**config.mk**
```make
export PLATFORM = sky130hd
export DESIGN_NAME = led_pattern_generator
export DESIGN_NICKNAME = d
export VERILOG_FILES = /design/src/rtl/core/ledpg_pkg.sv /design/src/rtl/core/led_pattern_generator.sv
export SDC_FILE = /design/constraint.sdc
export NUM_CORES = 1
export LEC_CHECK = 0
export BUFFER_PORTS_ARGS = -buffer_cell sky130_fd_sc_hd__buf_2
export CORE_UTILIZATION = 53
export DETAILED_ROUTE_END_ITERATION = 12
export PLACE_DENSITY_LB_ADDON = 0.12
export SLEW_MARGIN = 20
export SYNTH_ARGS = -nofsm -noshare
export SYNTH_HDL_FRONTEND = slang
export SYNTH_SLANG_ARGS = --single-unit
```
**constraint.sdc**
```tcl
create_clock -name i_clk -period 22 [get_ports i_clk]
set_input_delay 0 -clock i_clk [delete_from_list [all_inputs] [get_ports i_clk]]
set_output_delay 0 -clock i_clk [all_outputs]
set_load 0.02 [all_outputs]
```
**src/rtl/core/ledpg_pkg.sv**
```systemverilog
// ledpg_pkg: types and constants for the led pattern generator
// no dependencies; used by led_pattern_generator

package ledpg_pkg;

    // pattern codes
    localparam logic [2:0] PAT_OFF   = 3'd0;
    localparam logic [2:0] PAT_SOLID = 3'd1;
    localparam logic [2:0] PAT_SLOW  = 3'd2;
    localparam logic [2:0] PAT_FAST  = 3'd3;
    localparam logic [2:0] PAT_FLASH = 3'd4;
    localparam logic [2:0] PAT_PULSE = 3'd5;

    // item kinds
    localparam logic KIND_TICK   = 1'b0;
    localparam logic KIND_SELECT = 1'b1;

    // configuration register indexes
    localparam int unsigned CFG_IDX_W = 2;
    localparam int unsigned CFG_DATA_W = 16;
    localparam logic [CFG_IDX_W-1:0] CFG_ACTIVE_LOW = 2'd0;
    localparam logic [CFG_IDX_W-1:0] CFG_SLOW_HALF  = 2'd1;
    localparam logic [CFG_IDX_W-1:0] CFG_FAST_HALF  = 2'd2;
    localparam logic [CFG_IDX_W-1:0] CFG_FLASH_LEN  = 2'd3;

    // configuration reset values
    localparam logic [CFG_DATA_W-1:0] SLOW_HALF_RST = 16'd500;
    localparam logic [CFG_DATA_W-1:0] FAST_HALF_RST = 16'd125;
    localparam logic [CFG_DATA_W-1:0] FLASH_LEN_RST = 16'd200;

    // pulse ramp: 2000 ms triangle, 100 ms windows, duty = phase / 10
    localparam int unsigned PHASE_W = 11;
    localparam logic [PHASE_W-1:0] PULSE_PERIOD = 11'd2000;
    localparam logic [PHASE_W-1:0] PULSE_LAST   = 11'd1999;
    localparam logic [PHASE_W-1:0] PULSE_HALF   = 11'd1000;
    localparam int unsigned FOLD_W = 10;
    localparam int unsigned ON_W = 7;
    localparam logic [ON_W-1:0] PULSE_WINDOW = 7'd100;
    // x / 10 == (x * 205) >> 11 for x up to 1028
    localparam int unsigned DIV10_MUL_W = 18;
    localparam logic [DIV10_MUL_W-1:0] DIV10_RECIP = 18'd205;
    localparam int unsigned DIV10_SHIFT = 11;

    typedef struct packed {
        logic       kind;
        logic [2:0] pattern_code;
    } t_in_item;

    typedef struct packed {
        logic       led_on;
        logic       pin_level;
        logic [2:0] active_pattern;
    } t_out_item;

endpackage

```
**src/rtl/core/led_pattern_generator.sv**
```systemverilog
// led_pattern_generator: pattern state, timers and result register
// depends on ledpg_pkg for item types, pattern codes and constants
//
// Usage:
//   Input channel (i_in_valid / o_in_stall / i_in_item) carries one item per
//   transaction: a one-millisecond tick or a pattern selection. Output channel
//   (o_out_valid / i_out_stall / o_out_item) returns exactly one result per
//   input item, in order: led state, pin level and pattern in force.
//   Configuration is written through i_cfg_we / i_cfg_idx / i_cfg_data while
//   no item is in flight; writes take effect at the next clock edge.
//   Result valid rises once the input register has taken the item and an
//   edge that no receiver stall holds off loads the state update into the
//   result register. Throughput is one item per cycle while the receiver
//   does not stall; the combinational state update sets that rate.
//   When the receiver stalls, the result register holds and the input
//   register fills; the input side stalls only once both are occupied.
//   Synchronous active-low reset clears both valid flags, the pattern (off),
//   the led, timers and pulse phase, and loads the default configuration.

module led_pattern_generator #(
    parameter int unsigned TIMER_WIDTH = 16
) (
    input  logic                                i_clk,
    input  logic                                i_rst_n,
    // input channel
    input  logic                                i_in_valid,
    output logic                                o_in_stall,
    input  ledpg_pkg::t_in_item                 i_in_item,
    // output channel
    output logic                                o_out_valid,
    input  logic                                i_out_stall,
    output ledpg_pkg::t_out_item                o_out_item,
    // configuration write port
    input  logic                                i_cfg_we,
    input  logic [ledpg_pkg::CFG_IDX_W-1:0]     i_cfg_idx,
    input  logic [ledpg_pkg::CFG_DATA_W-1:0]    i_cfg_data
);

    // compare width covering both timers and interval registers
    localparam int unsigned CMP_W =
        (TIMER_WIDTH > ledpg_pkg::CFG_DATA_W) ? TIMER_WIDTH : ledpg_pkg::CFG_DATA_W;

    // configuration registers
    logic                               r_active_low;
    logic [ledpg_pkg::CFG_DATA_W-1:0]   r_slow_half;
    logic [ledpg_pkg::CFG_DATA_W-1:0]   r_fast_half;
    logic [ledpg_pkg::CFG_DATA_W-1:0]   r_flash_len;

    // pipeline registers
    logic                   r_in_vld;
    ledpg_pkg::t_in_item    r_in;
    logic                   r_out_vld;
    ledpg_pkg::t_out_item   r_out;

    // pattern state
    logic [2:0]                     r_pattern, n_pattern;
    logic                           r_lit, n_lit;
    logic [TIMER_WIDTH-1:0]         r_since_start, n_since_start;
    logic [TIMER_WIDTH-1:0]         r_since_toggle, n_since_toggle;
    logic [ledpg_pkg::PHASE_W-1:0]  r_phase, n_phase;

    // tick intermediates
    logic                               proc_fire;
    logic [TIMER_WIDTH-1:0]             start_inc;
    logic [TIMER_WIDTH-1:0]             toggle_inc;
    logic [ledpg_pkg::PHASE_W-1:0]      phase_inc;
    logic [ledpg_pkg::FOLD_W-1:0]       phase_fold;
    logic [ledpg_pkg::DIV10_MUL_W-1:0]  div_prod;
    logic [ledpg_pkg::ON_W-1:0]         on_time;
    logic [ledpg_pkg::ON_W-1:0]         off_time;
    logic                               slow_due;
    logic                               fast_due;
    logic                               flash_due;
    logic                               on_due;
    logic                               off_due;

    // handshake: process when the result slot is free or draining
    assign proc_fire   = r_in_vld && (!r_out_vld || !i_out_stall);
    assign o_in_stall  = r_in_vld && !proc_fire;
    assign o_out_valid = r_out_vld;
    assign o_out_item  = r_out;

    // saturating timers and wrapping pulse phase
    assign start_inc  = (r_since_start == '1) ? r_since_start : r_since_start + 1'b1;
    assign toggle_inc = (r_since_toggle == '1) ? r_since_toggle : r_since_toggle + 1'b1;
    assign phase_inc  = (r_phase == ledpg_pkg::PULSE_LAST) ? '0 : r_phase + 1'b1;

    // pulse on time: folded phase divided by ten through a reciprocal multiply
    assign phase_fold = (phase_inc < ledpg_pkg::PULSE_HALF)
                        ? ledpg_pkg::FOLD_W'(phase_inc)
                        : ledpg_pkg::FOLD_W'(ledpg_pkg::PULSE_PERIOD - phase_inc);
    assign div_prod   = ledpg_pkg::DIV10_MUL_W'(phase_fold) * ledpg_pkg::DIV10_RECIP;
    assign on_time    = div_prod[ledpg_pkg::DIV10_SHIFT +: ledpg_pkg::ON_W];
    assign off_time   = ledpg_pkg::PULSE_WINDOW - on_time;

    // elapsed-time compares on the advanced timers
    assign slow_due  = CMP_W'(toggle_inc) >= CMP_W'(r_slow_half);
    assign fast_due  = CMP_W'(toggle_inc) >= CMP_W'(r_fast_half);
    assign flash_due = CMP_W'(start_inc) >= CMP_W'(r_flash_len);
    assign on_due    = toggle_inc >= TIMER_WIDTH'(on_time);
    assign off_due   = toggle_inc >= TIMER_WIDTH'(off_time);

    // next state for one item
    always_comb begin
        n_pattern      = r_pattern;
        n_lit          = r_lit;
        n_since_start  = r_since_start;
        n_since_toggle = r_since_toggle;
        n_phase        = r_phase;
        if (r_in.kind == ledpg_pkg::KIND_TICK) begin
            n_since_start  = start_inc;
            n_since_toggle = toggle_inc;
            n_phase        = phase_inc;
            unique case (r_pattern)
                ledpg_pkg::PAT_SLOW: begin
                    if (slow_due) begin
                        n_since_toggle = '0;
                        n_lit          = !r_lit;
                    end
                end
                ledpg_pkg::PAT_FAST: begin
                    if (fast_due) begin
                        n_since_toggle = '0;
                        n_lit          = !r_lit;
                    end
                end
                ledpg_pkg::PAT_FLASH: begin
                    if (flash_due) begin
                        n_lit     = 1'b0;
                        n_pattern = ledpg_pkg::PAT_OFF;
                    end
                end
                ledpg_pkg::PAT_PULSE: begin
                    if (r_lit && on_due) begin
                        n_lit          = 1'b0;
                        n_since_toggle = '0;
                    end else if (!r_lit && off_due) begin
                        n_lit          = 1'b1;
                        n_since_toggle = '0;
                    end
                end
                default: begin
                end
            endcase
        end else if (r_in.pattern_code <= ledpg_pkg::PAT_PULSE &&
                     r_in.pattern_code != r_pattern) begin
            // new pattern restarts timers
            n_pattern      = r_in.pattern_code;
            n_since_start  = '0;
            n_since_toggle = '0;
            n_phase        = '0;
            if (r_in.pattern_code == ledpg_pkg::PAT_OFF) begin
                n_lit = 1'b0;
            end else if (r_in.pattern_code == ledpg_pkg::PAT_SOLID ||
                         r_in.pattern_code == ledpg_pkg::PAT_FLASH) begin
                n_lit = 1'b1;
            end
        end
    end

    // configuration registers
    always_ff @(posedge i_clk) begin
        if (!i_rst_n) begin
            r_active_low <= 1'b0;
            r_slow_half  <= ledpg_pkg::SLOW_HALF_RST;
            r_fast_half  <= ledpg_pkg::FAST_HALF_RST;
            r_flash_len  <= ledpg_pkg::FLASH_LEN_RST;
        end else if (i_cfg_we) begin
            unique case (i_cfg_idx)
                ledpg_pkg::CFG_ACTIVE_LOW: r_active_low <= i_cfg_data[0];
                ledpg_pkg::CFG_SLOW_HALF:  r_slow_half  <= i_cfg_data;
                ledpg_pkg::CFG_FAST_HALF:  r_fast_half  <= i_cfg_data;
                ledpg_pkg::CFG_FLASH_LEN:  r_flash_len  <= i_cfg_data;
                default: begin
                end
            endcase
        end
    end

    // input register
    always_ff @(posedge i_clk) begin
        if (!i_rst_n) begin
            r_in_vld <= 1'b0;
        end else if (!o_in_stall) begin
            r_in_vld <= i_in_valid;
        end
    end

    always_ff @(posedge i_clk) begin
        if (i_in_valid && !o_in_stall) begin
            r_in <= i_in_item;
        end
    end

    // pattern state update
    always_ff @(posedge i_clk) begin
        if (!i_rst_n) begin
            r_pattern      <= ledpg_pkg::PAT_OFF;
            r_lit          <= 1'b0;
            r_since_start  <= '0;
            r_since_toggle <= '0;
            r_phase        <= '0;
        end else if (proc_fire) begin
            r_pattern      <= n_pattern;
            r_lit          <= n_lit;
            r_since_start  <= n_since_start;
            r_since_toggle <= n_since_toggle;
            r_phase        <= n_phase;
        end
    end

    // result register
    always_ff @(posedge i_clk) begin
        if (!i_rst_n) begin
            r_out_vld <= 1'b0;
        end else if (proc_fire) begin
            r_out_vld <= 1'b1;
        end else if (!i_out_stall) begin
            r_out_vld <= 1'b0;
        end
    end

    always_ff @(posedge i_clk) begin
        if (proc_fire) begin
            r_out.led_on         <= n_lit;
            r_out.pin_level      <= n_lit ^ r_active_low;
            r_out.active_pattern <= n_pattern;
        end
    end

endmodule

```
## Word level (Yosys, flattened, before mapping)

Index checks and enable logic that the tools add are counted.

- Input port bits: 27
- Flip-flop bits (word level): 107
- Output and inout bits: 7
- Logic and storage cells: 95

- $lt $le $gt $ge: 7
- Multiplexer cells: 30
- Reduce and logical (&&, ||, !) cells: 20
- Multipliers: 1
- Bitwise operators: 1
- Equality and inequality tests: 15
- Add/subtract/negate cells: 5

Operators with widths:

| operator | count |
|---|---|
| $mux 16 | 9 |
| $ge 16x16->1 | 3 |
| $pmux 16 s3 | 1 |
| $mux 11 | 3 |
| $add 16x1->16 const B | 2 |
| $eq 16x16->1 const B | 2 |
| $ge 16x7->1 | 2 |
| $mul 10x8->18 const B | 1 |
| $mux 3 | 4 |
| $add 11x1->11 const B | 1 |
| $eq 11x11->1 const B | 1 |
| $lt 11x10->1 const B | 1 |
| $mux 1 | 11 |
| $mux 10 | 1 |
| $reduce_and 2->1 | 5 |
| $sub 10x10->10 const A | 1 |
| $eq 3x3->1 const B | 3 |
| $sub 7x7->7 const A | 1 |
| $eq 3x2->1 const B | 2 |
| $logic_and 1x1->1 | 6 |
| $logic_not 1->1 | 5 |
| $eq 2x2->1 const B | 2 |
| $ne 2x1->1 const B | 2 |
| $pmux 1 s4 | 1 |
| 8 further kinds | 9 |

## Longest topological paths before layout

- Depth in word-level cells: 13
- Gate-level depth with buffers: 41
- Gate-level depth less buffers: 39

## Worst setup path before layout

OpenSTA, ideal clock, no wires.

- Kind: register -> register
- Start point: reg r_phase[0] (netlist name)
- End point: reg r_since_toggle[7]
- Slack: 13386 ps
- Setup time: 57 ps
- Stages on the path, launching flop included: 41
- Arrival: 8557 ps
- Data required time: 21943 ps
- Path buffers: 2
- Cells stage by stage: dfxtp_1 > ha_1 > buf_2 > nand3_2 > or3_1 > a21oi_1 > o21ai_0 > or2_4 > nand2b_1 > clkbuf_1 > nand2_1 > xnor2_1 > ha_1 > fa_1 > fa_1 > inv_1 > fa_1 > inv_1 > (+5 left out) > a21oi_1 > o21ai_1 > xnor2_1 > ha_1 > nor2b_1 > a311oi_1 > o211ai_1 > a211oi_2 > o21bai_1 > a221o_1 > xnor2_1 > ha_1 > a211oi_1 > a21oi_1 > o21ai_0 > nand4_1 > nor3b_1 > a21o_1

- Cells in the longest elaborated chain, start to end: 12

RTL lines:

| element | RTL line | source |
|---|---|---|
| start: declaration | led_pattern_generator.sv:60 | `logic [ledpg_pkg::PHASE_W-1:0] r_phase, n_phase;` |
| start signal: assignment | led_pattern_generator.sv:208 | `r_phase <= n_phase;` |
| $add 11x1->11 or $eq 11x11->1 (tied branches) | led_pattern_generator.sv:86 | `assign phase_inc = (r_phase == ledpg_pkg::PULSE_LAST) ? '0 : r_phase + 1'b1;` |
| $mux 11 (*) | led_pattern_generator.sv:86 |  |
| $sub 10x10->10 or $lt 11x10->1 (tied branches) | led_pattern_generator.sv:91, led_pattern_generator.sv:89 |  |
| $mux 10 (*) | led_pattern_generator.sv:90 | `? ledpg_pkg::FOLD_W'(phase_inc)` |
| $mul 10x8->18 (*) | led_pattern_generator.sv:92 | `assign div_prod = ledpg_pkg::DIV10_MUL_W'(phase_fold) * ledpg_pkg::DIV10_RECIP;` |
| $sub 7x7->7 | led_pattern_generator.sv:94 | `assign off_time = ledpg_pkg::PULSE_WINDOW - on_time;` |
| $ge 16x7->1 | led_pattern_generator.sv:101 | `assign off_due = toggle_inc >= TIMER_WIDTH'(off_time);` |
| $logic_and 1x1->1 | led_pattern_generator.sv:137 | `end else if (!r_lit && off_due) begin` |
| $mux 16 | led_pattern_generator.sv:137 |  |
| $mux 16 (*) | led_pattern_generator.sv:134 | `if (r_lit && on_due) begin` |
| $pmux 16 s3 (*) | led_pattern_generator.sv:114 | `unique case (r_pattern)` |
| $mux 16 (*) | led_pattern_generator.sv:110 | `if (r_in.kind == ledpg_pkg::KIND_TICK) begin` |
| end signal: assignment | led_pattern_generator.sv:207 | `r_since_toggle <= n_since_toggle;` |
| end: declaration | led_pattern_generator.sv:59 | `logic [TIMER_WIDTH-1:0] r_since_toggle, n_since_toggle;` |

Mark *: on every way between the ends. The rest lies on a longest branch, timed or not.
A chain may end at the register's enable or synchronous reset.

## Final worst setup path

- Start point: reg r_phase[0] (netlist name)
- End point: reg r_since_toggle[0]

Same word-level chain as after synthesis.

==> metrics.txt <==
status complete, no violations; worst IR drop on VDD 50.62 µV; initial antenna violation count 0; slew at the pin with the worst max-slew slack 0.9273 ns; Detail Route Antenna Nets 0; met1 track demand over resource 34.54%; number of instances on the worst hold path 4; Most Used Layer, Global Route met2; Critical Path Start Type flip-flop; asr flop ratio synth 0%; overall die height 128.9 µm; TNS Setup 0 ns; clock latency at the later pin of the worst-skew pair 0.36 ns; final hold violations 0; master cell of the clock root buffer sky130_fd_sc_hd__clkbuf_16; sequential area share after synthesis 26.16%; main area contributors after synthesis sky130_fd_sc_hd__dfxtp_1 (23%), sky130_fd_sc_hd__ha_1 (17%), sky130_fd_sc_hd__nand2_1 (5.9%), sky130_fd_sc_hd__inv_1 (4.8%), sky130_fd_sc_hd__fa_1 (4.0%); kind of critical path reg2reg; Synth Area in Adders 20.56%; number of violations reported at the end of detailed-routing iteration 0 512; mean area per synthesized cell 8.267 µm²; post-place instance area 8816 µm²; number of pins with negative max-slew slack in the final report 0; wire length of the first global-routing pass 32610 µm; CTS H-tree lvls 3; global-route met2 utilization 40.45%; GP Congestion 0.9082; largest delay contributor family on the critical path adder cells; Die X-Extent 128.9 µm; max_cap viols 0; total power density per cell area 45.23 nW/µm²; share of post-route cells with drive strength above 1 7.634%; final routed DRC violation total 0; minimum clock period 9.857 ns; buffer levels on the longest clock path 2; maximum single-stage delay on the critical path 0.55 ns; CP dominant cell by count sky130_fd_sc_hd__ha_1; Leakage 4.199 nW; Worst path depth 39; via density per instance 5.585; number of clock sinks seen by CTS 107; port bufs 33; Primary FF master, synth sky130_fd_sc_hd__dfxtp_1; CTS tree done; post-route cell area 9345 µm²; met3 global-route usage 3.077%; cell count of the worst reg-to-reg path 39; Peak Freq 101.4 MHz; proportion of power drawn by the clock network 40.7%; biggest fanout along the worst timing path 11; switching part of the total 25.79%; top-area cell type share of the netlist area 22.99%; final instance count without filler cells 1277; compound-gate portion of the synthesized area 19.89%; share of power burned in combinational logic 10.5%; register bit count reported by yosys 107; Worst Setup End Kind flip-flop; total CTS buffers 9; CP bufs+invs 3; average wire length per cell after detail routing 15.44 µm; I/O pin cnt 34; setup repair after global routing missed its margin no; number of global-route vias before repair 6510; post-synthesis share of cell area spent on xor and xnor gates 5.118%; detailed-route wire length 19710 µm; data required time at the worst endpoint 22.31 ns; net switching component of the power 0.1090 mW; Die Area 16610 µm²; area leader, netlist sky130_fd_sc_hd__dfxtp_1; Mapped Nets 1189; buffers inserted during post-CTS setup optimization 0; relative contribution of sequential cells to total power 48.8%; core area 15770 µm²; total chip power 0.4227 mW; main combinational cell family by area after synthesis adder cells; drt pass-1 iters 5; Clock Pin Slew Worst Setup and Hold Paths 0.08 ns; Layout Nets 1213; synthesized instance count 1032; Detailed Place HPWL 14720 µm; final global-route overflow total 0; number of instances in the placed design 1239; largest net degree at the start of global routing 88; number of enable-type register cells in the synthesized netlist 9; via count 7132; normalized max-slew margin 38.11%; hold crit path type in2reg; Setup violations, final 0; internal power component 0.3137 mW; post-synth design cell area 8532 µm²; layout-stage area growth over the synthesis result 9.532%; worst-case clock skew 0.01332 ns; total routing usage reported by global routing 24.79%; Final Cycle Share 44.81%; total number of yosys warnings 0; Simple-Gate Fraction of Synth Area 20.38%; starting density of the core 54.10%; row count 46; Crit-path slowest cell sky130_fd_sc_hd__fa_1; proportion of synthesized area in mux cells 0.8946%; Distinct cells, synth 72; antenna fix cells 0; arrival time worst endpoint 10.16 ns
logic make-up after synthesis:
family,Yosys count
AOI/OAI and AO/OA,236
xor gates and xnor gates,49
adders and majority gates,130
buffers and inverters,155
DFF,107
muxes,7
and+or+nand+nor,348
sequential cells by signal (all words and copies together) (netlist names):
register and cells:
o_out_item 5, r_phase 11, r_in 4, r_in_vld 1, r_slow_half 16, r_active_low 1, r_flash_len 16, o_out_valid 1
r_since_toggle 16, r_fast_half 16, r_since_start 16, r_pattern 3, r_lit 1
worst register-to-register path: cells and delay by family, from the launching register on:
| family | cells | cell delay, ns |
|---|---|---|
| buffers and inverters | 3 | 0.29 |
| adder cells (fa/ha/maj) | 8 | 3.22 |
| flip-flops | 1 | 0.47 |
| AND/OR/NAND/NOR | 10 | 2.18 |
| AO/OA/AOI/OAI | 15 | 2.96 |
| XOR/XNOR | 3 | 0.68 |
path summary, 6_finish.rpt:
| path | from | to | slack (ns) |
|---|---|---|---|
| setup / recovery | r_phase[0]$_SDFFE_PN0P_ | r_since_toggle[0]$_SDFFE_PN0P_ | 12.14 |
| hold / removal | i_cfg_idx[1] | r_active_low$_SDFFE_PN0P_ | 0.14 |
| setup reg to reg | r_phase[0]$_SDFFE_PN0P_ | r_since_toggle[0]$_SDFFE_PN0P_ | 12.14 |
| hold reg to reg | r_slow_half[15]$_SDFFE_PN0P_ | r_slow_half[15]$_SDFFE_PN0P_ | 0.47 |
cells in the final DEF, fill, tap and decap left out, drive strengths merged, types with 4 or more instances in the layout:
master / netlist / final
a211oi: 4 / 4
a21boi: 36 / 36
a21o: 30 / 30
a21oi: 37 / 37
a22oi: 20 / 20
a311oi: 4 / 4
a32o: 10 / 10
and2: 6 / 6
and3: 19 / 19
buf: 8 / 37
clkbuf: 38 / 10
dfxtp: 98 / 98
dlygate4sd3: 0 / 22
edfxtp: 9 / 9
fa: 17 / 17
ha: 113 / 113
inv: 109 / 112
mux2: 5 / 5
nand2: 135 / 135
nand2b: 15 / 15
nand3: 25 / 25
nand4: 13 / 13
nor2: 45 / 45
nor2b: 39 / 39
nor3: 19 / 19
nor3b: 8 / 8
nor4: 4 / 4
o2111ai: 4 / 4
o211ai: 18 / 18
o21a: 7 / 7
o21ai: 35 / 35
or2: 6 / 6
or3: 5 / 5
xnor2: 35 / 35
xor2: 14 / 14
power groups by stage:
stage                     combinational [mW]  clock, mW  sequential [mW]
after detailed placement              0.0410          0            0.211
after floorplan                       0.0286          0            0.209
after global placement                0.0409          0            0.211
final                                 0.0444      0.172            0.206
after global routing                  0.0498      0.182            0.207
after CTS                             0.0445      0.175            0.206
cell usage after synthesis (3+ instances only):
| cell type | instances |
|---|---|
| sky130_fd_sc_hd__a311oi_1 | 4 |
| sky130_fd_sc_hd__mux2_2 | 5 |
| sky130_fd_sc_hd__or2_2 | 5 |
| sky130_fd_sc_hd__and2_1 | 6 |
| sky130_fd_sc_hd__nor2b_1 | 39 |
| sky130_fd_sc_hd__o21a_1 | 7 |
| sky130_fd_sc_hd__buf_4 | 3 |
| sky130_fd_sc_hd__nor3b_1 | 8 |
| sky130_fd_sc_hd__xor2_1 | 13 |
| sky130_fd_sc_hd__a21boi_0 | 36 |
| sky130_fd_sc_hd__and3_1 | 19 |
| sky130_fd_sc_hd__dfxtp_1 | 98 |
| sky130_fd_sc_hd__nor2_1 | 45 |
| sky130_fd_sc_hd__nand2_1 | 134 |
| sky130_fd_sc_hd__o21ai_0 | 33 |
| sky130_fd_sc_hd__a21o_1 | 30 |
| sky130_fd_sc_hd__or3_1 | 5 |
| sky130_fd_sc_hd__a32o_1 | 10 |
| sky130_fd_sc_hd__a31oi_1 | 3 |
| sky130_fd_sc_hd__a211oi_1 | 3 |
| sky130_fd_sc_hd__o211ai_1 | 18 |
| sky130_fd_sc_hd__a22oi_1 | 20 |
| sky130_fd_sc_hd__nand2b_1 | 15 |
| sky130_fd_sc_hd__fa_1 | 17 |
| sky130_fd_sc_hd__o31ai_1 | 3 |
| sky130_fd_sc_hd__o2111ai_1 | 4 |
| sky130_fd_sc_hd__nor3_1 | 18 |
| sky130_fd_sc_hd__edfxtp_1 | 9 |
| sky130_fd_sc_hd__buf_2 | 3 |
| sky130_fd_sc_hd__xnor2_1 | 35 |
| sky130_fd_sc_hd__nand3b_1 | 3 |
| sky130_fd_sc_hd__clkbuf_1 | 38 |
| sky130_fd_sc_hd__inv_1 | 109 |
| sky130_fd_sc_hd__a21oi_1 | 35 |
| sky130_fd_sc_hd__ha_1 | 113 |
| sky130_fd_sc_hd__nor4_1 | 4 |
| sky130_fd_sc_hd__nand4_1 | 12 |
| sky130_fd_sc_hd__nand3_1 | 24 |
through the flow:
stage / hold WS [ns] / util (%) / worst slack (ns)
finish: 0.1373 / 59.26 / 12.14
global route: 0.1735 / 59.26 / 11.32
CTS: 0.1267 / 59.26 / 12.17
detailed placement: 0.1786 / 55.90 / 12.20
global placement: 0.1804 / 55.90 / 12.52
floorplan: 0.09887 / - / 13.39
layout make-up:
type	count	area, µm²
clock buffers	10	239.0
clock inverters	6	70.07
fillers	1484	6425
inverters	109	409.1
multi-input cells	770	5709
flip-flops and latches	107	2232
well taps	216	270.3
repair buffers	59	415.4
timing repair:
action,4_1_cts,5_1_grt
hold endpoints to repair,55,0
resized for setup,0,0
hold buffers,22,0
endpoints found under the setup margin,0,0
layer usage:
metal,up-vias,part of all wire (%)
li1,3637,-
met1,3338,49
met2,136,45
met3,21,3.6
met4,0,1.7
met5,-,0
No activity file was read; power rests on OpenSTA's default activity.
